$ cat config.mk
export PLATFORM = sky130hd
export DESIGN_NAME = sliding_median_filter
export DESIGN_NICKNAME = d
export VERILOG_FILES = /design/src/rtl/core/smf_pkg.sv /design/src/rtl/core/smf_median.sv /design/src/rtl/core/sliding_median_filter.sv
export VERILOG_INCLUDE_DIRS = /design/src /design/src/rtl/core
export SDC_FILE = /design/constraint.sdc
export NUM_CORES = 1
export LEC_CHECK = 0
export BUFFER_PORTS_ARGS = -buffer_cell sky130_fd_sc_hd__buf_4
export CAP_MARGIN = 20
export CORE_ASPECT_RATIO = 0.6
export CORE_MARGIN = 4
export CORE_UTILIZATION = 40
export CTS_CLUSTER_SIZE = 20
export DETAILED_ROUTE_END_ITERATION = 16
export PLACE_DENSITY_LB_ADDON = 0.05
export SYNTH_ARGS = -nofsm -noshare
export SYNTH_HDL_FRONTEND = slang
export SYNTH_SLANG_ARGS = --single-unit
export TNS_END_PERCENT = 30
$ cat constraint.sdc
create_clock -name clk -period 25.2 [get_ports clk]
set_clock_uncertainty 0.1 [all_clocks]
set_input_delay 2.52 -clock clk [delete_from_list [all_inputs] [get_ports clk]]
set_output_delay 2.52 -clock clk [all_outputs]
set_load 0.02 [all_outputs]
$ cat src/rtl/core/sliding_median_filter_assert.svh
// Assertion macros for the sliding median filter core.
// Used by rtl/core modules; relies on clk and rst_n in the including scope.
`ifndef SLIDING_MEDIAN_FILTER_ASSERT_SVH
`define SLIDING_MEDIAN_FILTER_ASSERT_SVH

// Same-cycle implication, checked out of reset.
`define SMF_ASSERT_NOW(label, ante, cons) \
    label: assert property (@(posedge clk) disable iff (!rst_n) (ante) |-> (cons)) \
        else $error("sliding_median_filter: same-cycle check failed");

// Next-cycle implication, checked out of reset.
`define SMF_ASSERT_NEXT(label, ante, cons) \
    label: assert property (@(posedge clk) disable iff (!rst_n) (ante) |=> (cons)) \
        else $error("sliding_median_filter: next-cycle check failed");

`endif

$ cat src/rtl/core/smf_pkg.sv
// Shared constants and types for the sliding median filter.
// No dependencies; imported by smf_median and sliding_median_filter.
`default_nettype none

package smf_pkg;

    localparam int WINDOW = 5;
    localparam int MID    = WINDOW / 2;
    localparam int DATA_W = 32;
    localparam int RANK_W = $clog2(WINDOW);
    localparam int FILL_W = $clog2(WINDOW + 1);

    typedef logic [DATA_W-1:0]              word_t;
    typedef logic [WINDOW-1:0][DATA_W-1:0]  window_t;
    typedef logic [RANK_W-1:0]              rank_t;
    typedef logic [FILL_W-1:0]              fill_t;

endpackage

`default_nettype wire

$ cat src/rtl/core/smf_median.sv
// Rank-based median select over one full window of signed values.
// Depends on smf_pkg for window size and types.
`default_nettype none

module smf_median (
    input  wire smf_pkg::window_t values,
    output smf_pkg::word_t        median
);
    import smf_pkg::*;

    rank_t rank [WINDOW];

    // Stable rank: ties are broken by position, so ranks form a permutation.
    always_comb
    begin
        for (int i = 0; i < WINDOW; i++)
        begin
            rank[i] = '0;
            for (int j = 0; j < WINDOW; j++)
            begin
                if (j != i)
                begin
                    if (($signed(values[j]) < $signed(values[i])) ||
                        ((j < i) && (values[j] == values[i])))
                    begin
                        rank[i] = rank[i] + rank_t'(1);
                    end
                end
            end
        end
    end

    // Exactly one entry carries the middle rank.
    always_comb
    begin
        median = '0;
        for (int i = 0; i < WINDOW; i++)
        begin
            if (rank[i] == rank_t'(MID))
            begin
                median = median | values[i];
            end
        end
    end

endmodule

`default_nettype wire

$ cat src/rtl/core/sliding_median_filter.sv
// Sliding-window median filter, top level. Uses smf_pkg, smf_median and
// the assertion macros in sliding_median_filter_assert.svh.
//
// The block keeps the last WINDOW (5) samples in a delay line. Each accepted
// sample beat shifts in and the oldest drops out. The first WINDOW-1 beats
// only fill the line and give no result; from then on every input beat gives
// exactly one output beat: the median of the window values (signed Q16.16,
// ranked in signed order), the timestamp of the center position of the window
// in arrival order, and a count of results so far that saturates at all ones.
// Throughput is one sample per cycle unless the output stalls. Each input
// beat loads the delay line; the rank network (WINDOW*(WINDOW-1) comparators
// and a one-hot select) then feeds the output register once it is free.
// Input ready stays high unless both the pending window and the output
// register hold undelivered results.
`default_nettype none
`include "sliding_median_filter_assert.svh"

module sliding_median_filter (
    input  wire                  clk,
    input  wire                  rst_n,
    input  wire                  in_valid,
    output logic                 in_ready,
    input  wire  smf_pkg::word_t sample_time,
    input  wire  smf_pkg::word_t sample_value,
    output logic                 out_valid,
    input  wire                  out_ready,
    output smf_pkg::word_t       center_time,
    output smf_pkg::word_t       median_value,
    output smf_pkg::word_t       result_count
);
    import smf_pkg::*;

    // Delay lines, index 0 oldest; payload only, no reset.
    window_t value_win_reg;
    window_t time_win_reg;

    fill_t   fill_level_reg;
    fill_t   fill_level_next;
    word_t   count_reg;
    word_t   count_next;
    logic    pend_valid_reg;
    logic    pend_valid_next;
    logic    out_valid_reg;
    logic    out_valid_next;

    word_t   center_time_reg;
    word_t   median_value_reg;
    word_t   result_count_reg;

    word_t   median_comb;

    logic    in_fire;
    logic    produce;
    logic    advance;

    smf_median u_median (
        .values (value_win_reg),
        .median (median_comb)
    );

    // Move the pending window result into the output register when it is free.
    assign advance  = pend_valid_reg && (!out_valid_reg || out_ready);
    // Shifting a new sample would clobber a pending window, so hold it first.
    assign in_ready = !pend_valid_reg || advance;
    assign in_fire  = in_valid && in_ready;
    // The beat that fills the last slot is the first one with a result.
    assign produce  = in_fire && (fill_level_reg >= fill_t'(WINDOW - 1));

    always_comb
    begin
        fill_level_next = fill_level_reg;
        if (in_fire && (fill_level_reg != fill_t'(WINDOW)))
        begin
            fill_level_next = fill_level_reg + fill_t'(1);
        end

        // Saturate the running result count.
        count_next = count_reg;
        if (produce && (count_reg != '1))
        begin
            count_next = count_reg + word_t'(1);
        end

        pend_valid_next = pend_valid_reg;
        if (produce)
        begin
            pend_valid_next = 1'b1;
        end
        else if (advance)
        begin
            pend_valid_next = 1'b0;
        end

        out_valid_next = out_valid_reg;
        if (advance)
        begin
            out_valid_next = 1'b1;
        end
        else if (out_ready)
        begin
            out_valid_next = 1'b0;
        end
    end

    // Control state.
    always_ff @(posedge clk or negedge rst_n)
    begin
        if (!rst_n)
        begin
            fill_level_reg <= '0;
            count_reg      <= '0;
            pend_valid_reg <= 1'b0;
            out_valid_reg  <= 1'b0;
        end
        else
        begin
            fill_level_reg <= fill_level_next;
            count_reg      <= count_next;
            pend_valid_reg <= pend_valid_next;
            out_valid_reg  <= out_valid_next;
        end
    end

    // Delay line: advance on every accepted beat, newest at the top.
    always_ff @(posedge clk)
    begin
        if (in_fire)
        begin
            for (int i = 0; i < WINDOW - 1; i++)
            begin
                value_win_reg[i] <= value_win_reg[i + 1];
                time_win_reg[i]  <= time_win_reg[i + 1];
            end
            value_win_reg[WINDOW - 1] <= sample_value;
            time_win_reg[WINDOW - 1]  <= sample_time;
        end
    end

    // Output register. count_reg still holds the pending beat's count here,
    // since a new result can only land at the same edge.
    always_ff @(posedge clk)
    begin
        if (advance)
        begin
            center_time_reg  <= time_win_reg[MID];
            median_value_reg <= median_comb;
            result_count_reg <= count_reg;
        end
    end

    assign out_valid    = out_valid_reg;
    assign center_time  = center_time_reg;
    assign median_value = median_value_reg;
    assign result_count = result_count_reg;

    // A pending result needs a full delay line.
    `SMF_ASSERT_NOW(a_pend_full, pend_valid_reg, fill_level_reg == fill_t'(WINDOW))
    // Delivered results are counted from one.
    `SMF_ASSERT_NOW(a_count_nonzero, out_valid_reg, result_count_reg != '0)
    // Input stalls only when both result slots are occupied.
    `SMF_ASSERT_NOW(a_stall_cause, !in_ready, pend_valid_reg && out_valid_reg)
    // A producing beat leaves a pending result.
    `SMF_ASSERT_NEXT(a_produce_pend, produce, pend_valid_reg)

endmodule

`default_nettype wire
==> flow_metrics.py, run 1 <==
metrics = {
    "sta": {
        "setup_violations": 0,
        "timing.hold.ws_ns": 0.3096,
        "relSlewSlack": 0.2673,
        "finalCriticalPeriod_ns": 6.091,
        "setup_tns_ns": 0,
        "finalHoldViolCount": 0,
        "fmax_ghz": 0.1642,
        "maxSlewViolCount": 0,
        "worstMarginPinSlew_ns": 1.099,
        "fin_crit_sh": 0.2417,
        "rsz0062_at_grt": "false",
    },
    "synthesis": {
        "synth-async-reset-ratio": 0.09512,
        "ys.flop_type": "edfxtp_1",
        "ys_warn_count": 0,
        "synth.avg_cell_area_um2": 12.72,
        "yosysTopAreaCell": "edfxtp_1",
        "synth-seq-area-share": 0.5362,
        "syn_nets": 2090,
        "netlist_instances": 1686,
        "synth.top_cell.area_share": 0.4931,
        "synth_area_leaders": "edfxtp_1 (49%), ha_1 (20%), dfrtp_1 (4.3%)",
        "synth_edf_count": 352,
        "syn_area_um2": 21440,
        "synth_seq_cells": 389,
        "ys_types": 71,
    },
    "finish": {
        "antennaDiodeCount": 0,
        "areaGrowthSynthToFinish_pct": 15.50,
        "final_common_cell": "edfxtp_1",
        "largest_register_ffs": 160,
        "nets": 2285,
        "final_cell_mix": "edfxtp_1 (352), ha_1 (336), buf_4 (175)",
        "drive_gt1_frac": 0.1336,
    },
    "setup_path": {
        "end_kind": "flip-flop",
        "cp.required_ns": 25.39,
        "crit_chain": "inv_1, ha_1, nand4_1, nor2_1, o21ai_0, a41o_1, a31oi_2, a21o_1, inv_1, ha_1, inv_1, a31oi_2, nor2b_1, ha_1, nor4b_1, mux2i_4, buf_4, a211oi_1, a221o_1, a221o_1",
        "cp_slowest_cell": "mux2i_4",
        "worstSetupPathType": "reg -> reg",
        "worstReg2RegStart": "value_win_reg[44]",
        "cp.arrival_ns": 6.28,
        "crit_path_start": "value_win_reg[44]",
        "cp-start-kind": "flip-flop",
        "cp_max_fo": 18,
        "crit_path_max_incr_delay_ns": 0.61,
    },
    "clock_network": {
        "clk_pin_slew_ns": 0.06,
        "ctsHtreeMaxLevel": 2,
        "cts_resized": 0,
        "holdBufCountCts": 0,
        "clk-insertion-delay-late_ns": 0.55,
        "cts_tree": "yes",
        "cts.sinks": 389,
        "post_cts_buffers": 0,
        "clock_path_buffers": 3,
        "cts_made_buffers": 40,
        "cts_root_buf": "clkbuf_16",
    },
    "route": {
        "route.detailed.drc": 0,
        "first_iter_violations": 1420,
        "wirelength_mm": 63.30,
        "wl_per_cell_um": 24.24,
        "vias": 15050,
        "dr.pass1.iters": 5,
        "detail-route-antenna-nets": 0,
        "vias_per_cell": 5.761,
    },
    "placement": {
        "io_buffers": 165,
        "gp_congestion": 0.9233,
        "hpwl_mm": 47.99,
    },
    "worst_hold_path": {
        "hp-class": "reg -> reg",
        "hold_path_startpoint": "time_win_reg[114]",
    },
    "floorplan": {
        "start_util": 0.4062,
        "fp.coreArea_um2": 52780,
        "die_area_um2": 57490,
        "die_x_um": 306.9,
        "row_count": 65,
        "die_height_um": 187.3,
        "io_pins": 166,
    },
    "global_route": {
        "grt_pass1_wl_mm": 94.01,
        "antenna_found_initial": 0,
        "grt_usage": 0.2167,
        "grt_max_degree": 80,
        "grt_pass1_vias": 14450,
        "grt_overflow": 0,
    },
    "power_and_ir_drop": {
        "leakage_uw": 0.01040,
        "powerDensity_nw_per_um2": 96.84,
        "power_frac_clock": 0.235,
        "cell_internal_pwr_uw": 1518,
        "ir_drop_mv": 0.05297,
        "seqPwrFrac": 0.394,
        "p_sw_frac": 0.3671,
        "p_comb_frac": 0.371,
        "power.switching_uw": 880.2,
    },
    "run_status": {
        "status": "finished, final reports clean",
    },
    "job": {
        "maxCapViolCount": 0,
    },
}
==> routing by layer <==
metal / vias to the layer above / track usage / wire length [um]
met4: 0 / 0.02786 / 786
met2: 591 / 0.2751 / 23150
li1: 6993 / - / -
met5: - / 0 / 0
met1: 7406 / 0.3700 / 33620
met3: 57 / 0.04957 / 5741
==> critical path, delay by kind of cell (launching register included) <==
| kind | cells | cell delay (ns) |
|---|---|---|
| flops | 1 | 0.45 |
| compound gates | 8 | 2.19 |
| simple gates | 4 | 0.82 |
| mux | 1 | 0.61 |
| buf+inv | 4 | 0.77 |
| fa+ha+maj | 3 | 0.87 |
==> synth_stat cells, drive strengths merged (18+ instances only) <==
cell type  count
nor2          54
nand2         90
o21ai         48
o211ai        18
nor4          19
ha           336
edfxtp       352
a221o         67
dfrtp         37
a21oi        114
a211oi        46
xnor2         21
nand3         19
nand4         80
inv          158
a21o          31
==> area by class of cell <==
| class | instances | area [um2] |
|---|---|---|
| multi-input combinational | 1116 | 9256 |
| inverter | 158 | 593.1 |
| clock inverter | 20 | 166.4 |
| tap | 703 | 879.6 |
| fill | 4749 | 28020 |
| sequential | 389 | 11500 |
| timing repair buffer | 176 | 1321 |
| clock buffer | 50 | 1049 |
==> power by group through the flow <==
stage	combinational [uW]	sequential [uW]	clock, uW
2_1_floorplan	510	997	0
3_3_place_gp	863	956	0
3_5_place_dp	875	956	0
4_1_cts	879	944	581
5_1_grt	962	955	614
6_report	889	944	565
==> stage by stage <==
stage                     power [uW]  worst slack, ns  instances  utilization  instance area, um2
after CTS                       2404            19.22       2611       0.4690               24750
after global routing            2532            18.87       2612       0.4691               24760
after floorplan                 1508            14.50       1686            -               21440
after global placement          1820            19.27       2541       0.4460               23540
final                           2398            19.11       2612       0.4691               24760
after detailed placement        1831            19.22       2541       0.4460               23540
==> final timing paths <==
check                           cells after the start  slack, ns          endpoint
worst max-delay path                               20      19.11  median_value[13]
worst min-delay path                                0       0.31  time_win_reg[82]
max in group asynchronous                           1      22.81     count_reg[15]
min in group asynchronous                           1       1.84    pend_valid_reg
worst max register to register                     20      19.11  median_value[13]
worst min register to register                      0       0.31  time_win_reg[82]
==> kinds of logic (layout without fill, tap and decap cells) <==
group | count (synthesis) | in the layout | synth area share
flops | 389 | 389 | 0.5362
compound gates | 393 | 393 | 0.1310
mux | 11 | 11 | 0.005544
simple gates | 340 | 340 | 0.08241
buf+inv | 181 | 404 | 0.03397
xor+xnor | 36 | 36 | 0.01471
fa+ha+maj | 336 | 336 | 0.1961
(Power assumes the default switching activity.)
==> run 2, diff against run 1 <==
clock period = 5.3 ns   (was 25.2 ns; I/O delays follow)
==> flow_metrics.py, run 2 (synthesis results as in run 1) <==
metrics = {
    "run_status": {
        "status": "finished, final reports clean",
    },
    "clock_network": {
        "clk_pin_slew_ns": 0.06,
        "clk-insertion-delay-late_ns": 0.55,
        "cts_made_buffers": 39,
        "cts.sinks": 389,
        "cts_root_buf": "clkbuf_16",
        "clock_path_buffers": 3,
        "cts_tree": "yes",
        "ctsHtreeMaxLevel": 2,
    },
    "setup_path": {
        "rr_worst_depth": 21,
        "timing.rr.end": "median_value[19]",
        "cp.required_ns": 5.49,
        "cp.arrival_ns": 5.32,
        "cp-start-kind": "flip-flop",
        "end_kind": "flip-flop",
        "worstReg2RegStart": "value_win_reg[43]",
        "cp_max_fo": 20,
        "r2r_setup_slack_ns": 0.16,
        "worstSetupPathType": "reg -> reg",
    },
    "sta": {
        "fin_crit_sh": 0.9694,
        "timing.hold.ws_ns": 0.05493,
        "finalCriticalPeriod_ns": 5.138,
        "fmax_ghz": 0.1946,
        "worstMarginPinSlew_ns": 1.051,
        "timing.final.ws_setup_ns": 0.1621,
        "maxSlewViolCount": 0,
        "relSlewSlack": 0.2917,
        "setup_violations": 0,
        "finalHoldViolCount": 0,
    },
    "floorplan": {
        "die_height_um": 187.3,
        "fp.coreArea_um2": 52780,
        "io_pins": 166,
        "start_util": 0.4062,
        "die_x_um": 306.9,
        "die_area_um2": 57490,
        "row_count": 65,
    },
    "power_and_ir_drop": {
        "power_frac_clock": 0.246,
        "ir_drop_mv": 0.2040,
        "seqPwrFrac": 0.372,
        "p_comb_frac": 0.382,
        "cell_internal_pwr_uw": 7718,
        "p_sw_frac": 0.3550,
        "power.switching_uw": 4248,
        "leakage_uw": 0.01083,
        "powerDensity_nw_per_um2": 468.5,
    },
    "route": {
        "route.detailed.drc": 0,
        "dr.pass1.iters": 5,
        "detail-route-antenna-nets": 0,
        "vias": 15190,
        "wl_per_cell_um": 23.90,
        "vias_per_cell": 5.680,
        "first_iter_violations": 1565,
        "wirelength_mm": 63.90,
    },
    "finish": {
        "final_common_cell": "edfxtp_1",
        "nets": 2345,
        "utilization": 0.4839,
        "areaGrowthSynthToFinish_pct": 19.14,
        "design_area_um2": 25540,
        "drive_gt1_frac": 0.1634,
        "final_cell_mix": "edfxtp_1 (352), ha_1 (336), buf_4 (225)",
        "antennaDiodeCount": 0,
        "largest_register_ffs": 160,
    },
    "job": {
        "maxCapViolCount": 0,
    },
    "placement": {
        "dp_slack_ns": -0.03922,
        "gp_congestion": 0.9246,
        "place_area_um2": 24100,
        "io_buffers": 165,
        "hpwl_mm": 49.23,
    },
    "worst_hold_path": {
        "hold_path_end": "time_win_reg[150]",
        "hp-class": "in -> reg",
        "hold_path_startpoint": "sample_time[22]",
        "holdPathStages": 1,
    },
    "global_route": {
        "grt_usage": 0.2195,
        "grt_pass1_vias": 14620,
        "grt_pass1_wl_mm": 95.29,
        "grt_overflow": 0,
        "antenna_found_initial": 1,
        "grt_max_degree": 157,
    },
}
[run 2: changes by cell type in the layout (fill, tap and decap cells not counted), sizes merged]
cell,change
clkbuf,-4
dlygate4sd3,+1
bufinv,+5
buf,+61
clkinvlp,-2
inv,+1
[run 2: area by class of cell]
class / instances / area [um2]
multi-input cells: 1116 / 9305
clock buffers: 47 / 1027
clock inverters: 24 / 320.3
repair buffers: 237 / 1919
fillers: 4678 / 27240
well taps: 703 / 879.6
inverters: 158 / 593.1
flip-flops and latches: 389 / 11500
[run 2: critical path, cell delays in order (launching register included)]
cell	delay, ns
edfxtp_1	0.37
inv_1	0.12
buf_4	0.16
ha_1	0.31
nand4_1	0.37
nor2_1	0.21
o21ai_0	0.18
a41o_1	0.26
a31oi_2	0.19
a21o_1	0.22
inv_1	0.07
ha_1	0.27
inv_1	0.11
nand4_1	0.15
nor2b_1	0.19
ha_1	0.28
nor4b_2	0.17
mux2i_4	0.25
buf_12	0.21
a211oi_1	0.11
a221o_1	0.28
a221o_1	0.27
[run 2: worst max-delay path by stage]
| stage | start | end | slack (ns) | cells past startpoint |
|---|---|---|---|---|
| CTS | value_win_reg[143] | median_value[13] | 0.07 | 18 |
| finish | value_win_reg[43] | median_value[19] | 0.16 | 21 |
| detailed placement | value_win_reg[143] | median_value[13] | -0.04 | 18 |
| global route | value_win_reg[125] | median_value[19] | -0.01 | 19 |
| floorplan | value_win_reg[63] | median_value[10] | 0.78 | 20 |
| global placement | value_win_reg[143] | median_value[19] | -0.01 | 18 |
[run 2: through the flow]
| step | std cells | total power [uW] | setup TNS [ns] |
|---|---|---|---|
| 2_1_floorplan | 1686 | 7130 | 0 |
| 3_3_place_gp | 2598 | 8936 | -0.06904 |
| 3_5_place_dp | 2598 | 9006 | -0.4204 |
| 4_1_cts | 2670 | 11990 | 0 |
| 5_1_grt | 2674 | 12660 | -0.02517 |
| 6_report | 2674 | 11970 | 0 |
[run 2: routing by layer]
metal | vias up | GRT usage | routed length [um]
met4 | 0 | 0.02931 | 735
met5 | - | 0 | 0
met2 | 564 | 0.2716 | 22800
li1 | 7130 | - | -
met1 | 7438 | 0.3775 | 34440
met3 | 55 | 0.05534 | 5927
[run 2: what timing repair did]
item / 4_1_cts / 5_1_grt
endpoints found under the setup margin: 32 / 32
hold buffers: 1 / 0
cloned: 0 / 0
endpoints found under the hold margin: 37 / 0
pin swaps: 0 / 3
setup buffers: 0 / 4
resized for setup: 1 / 8
[run 2: power by group through the flow]
stage | logic [uW] | clock network [uW] | registers [uW]
global route | 4970 | 3180 | 4510
CTS | 4510 | 3020 | 4450
floorplan | 2430 | 0 | 4700
global placement | 4420 | 0 | 4520
finish | 4570 | 2940 | 4450
detailed placement | 4490 | 0 | 4510
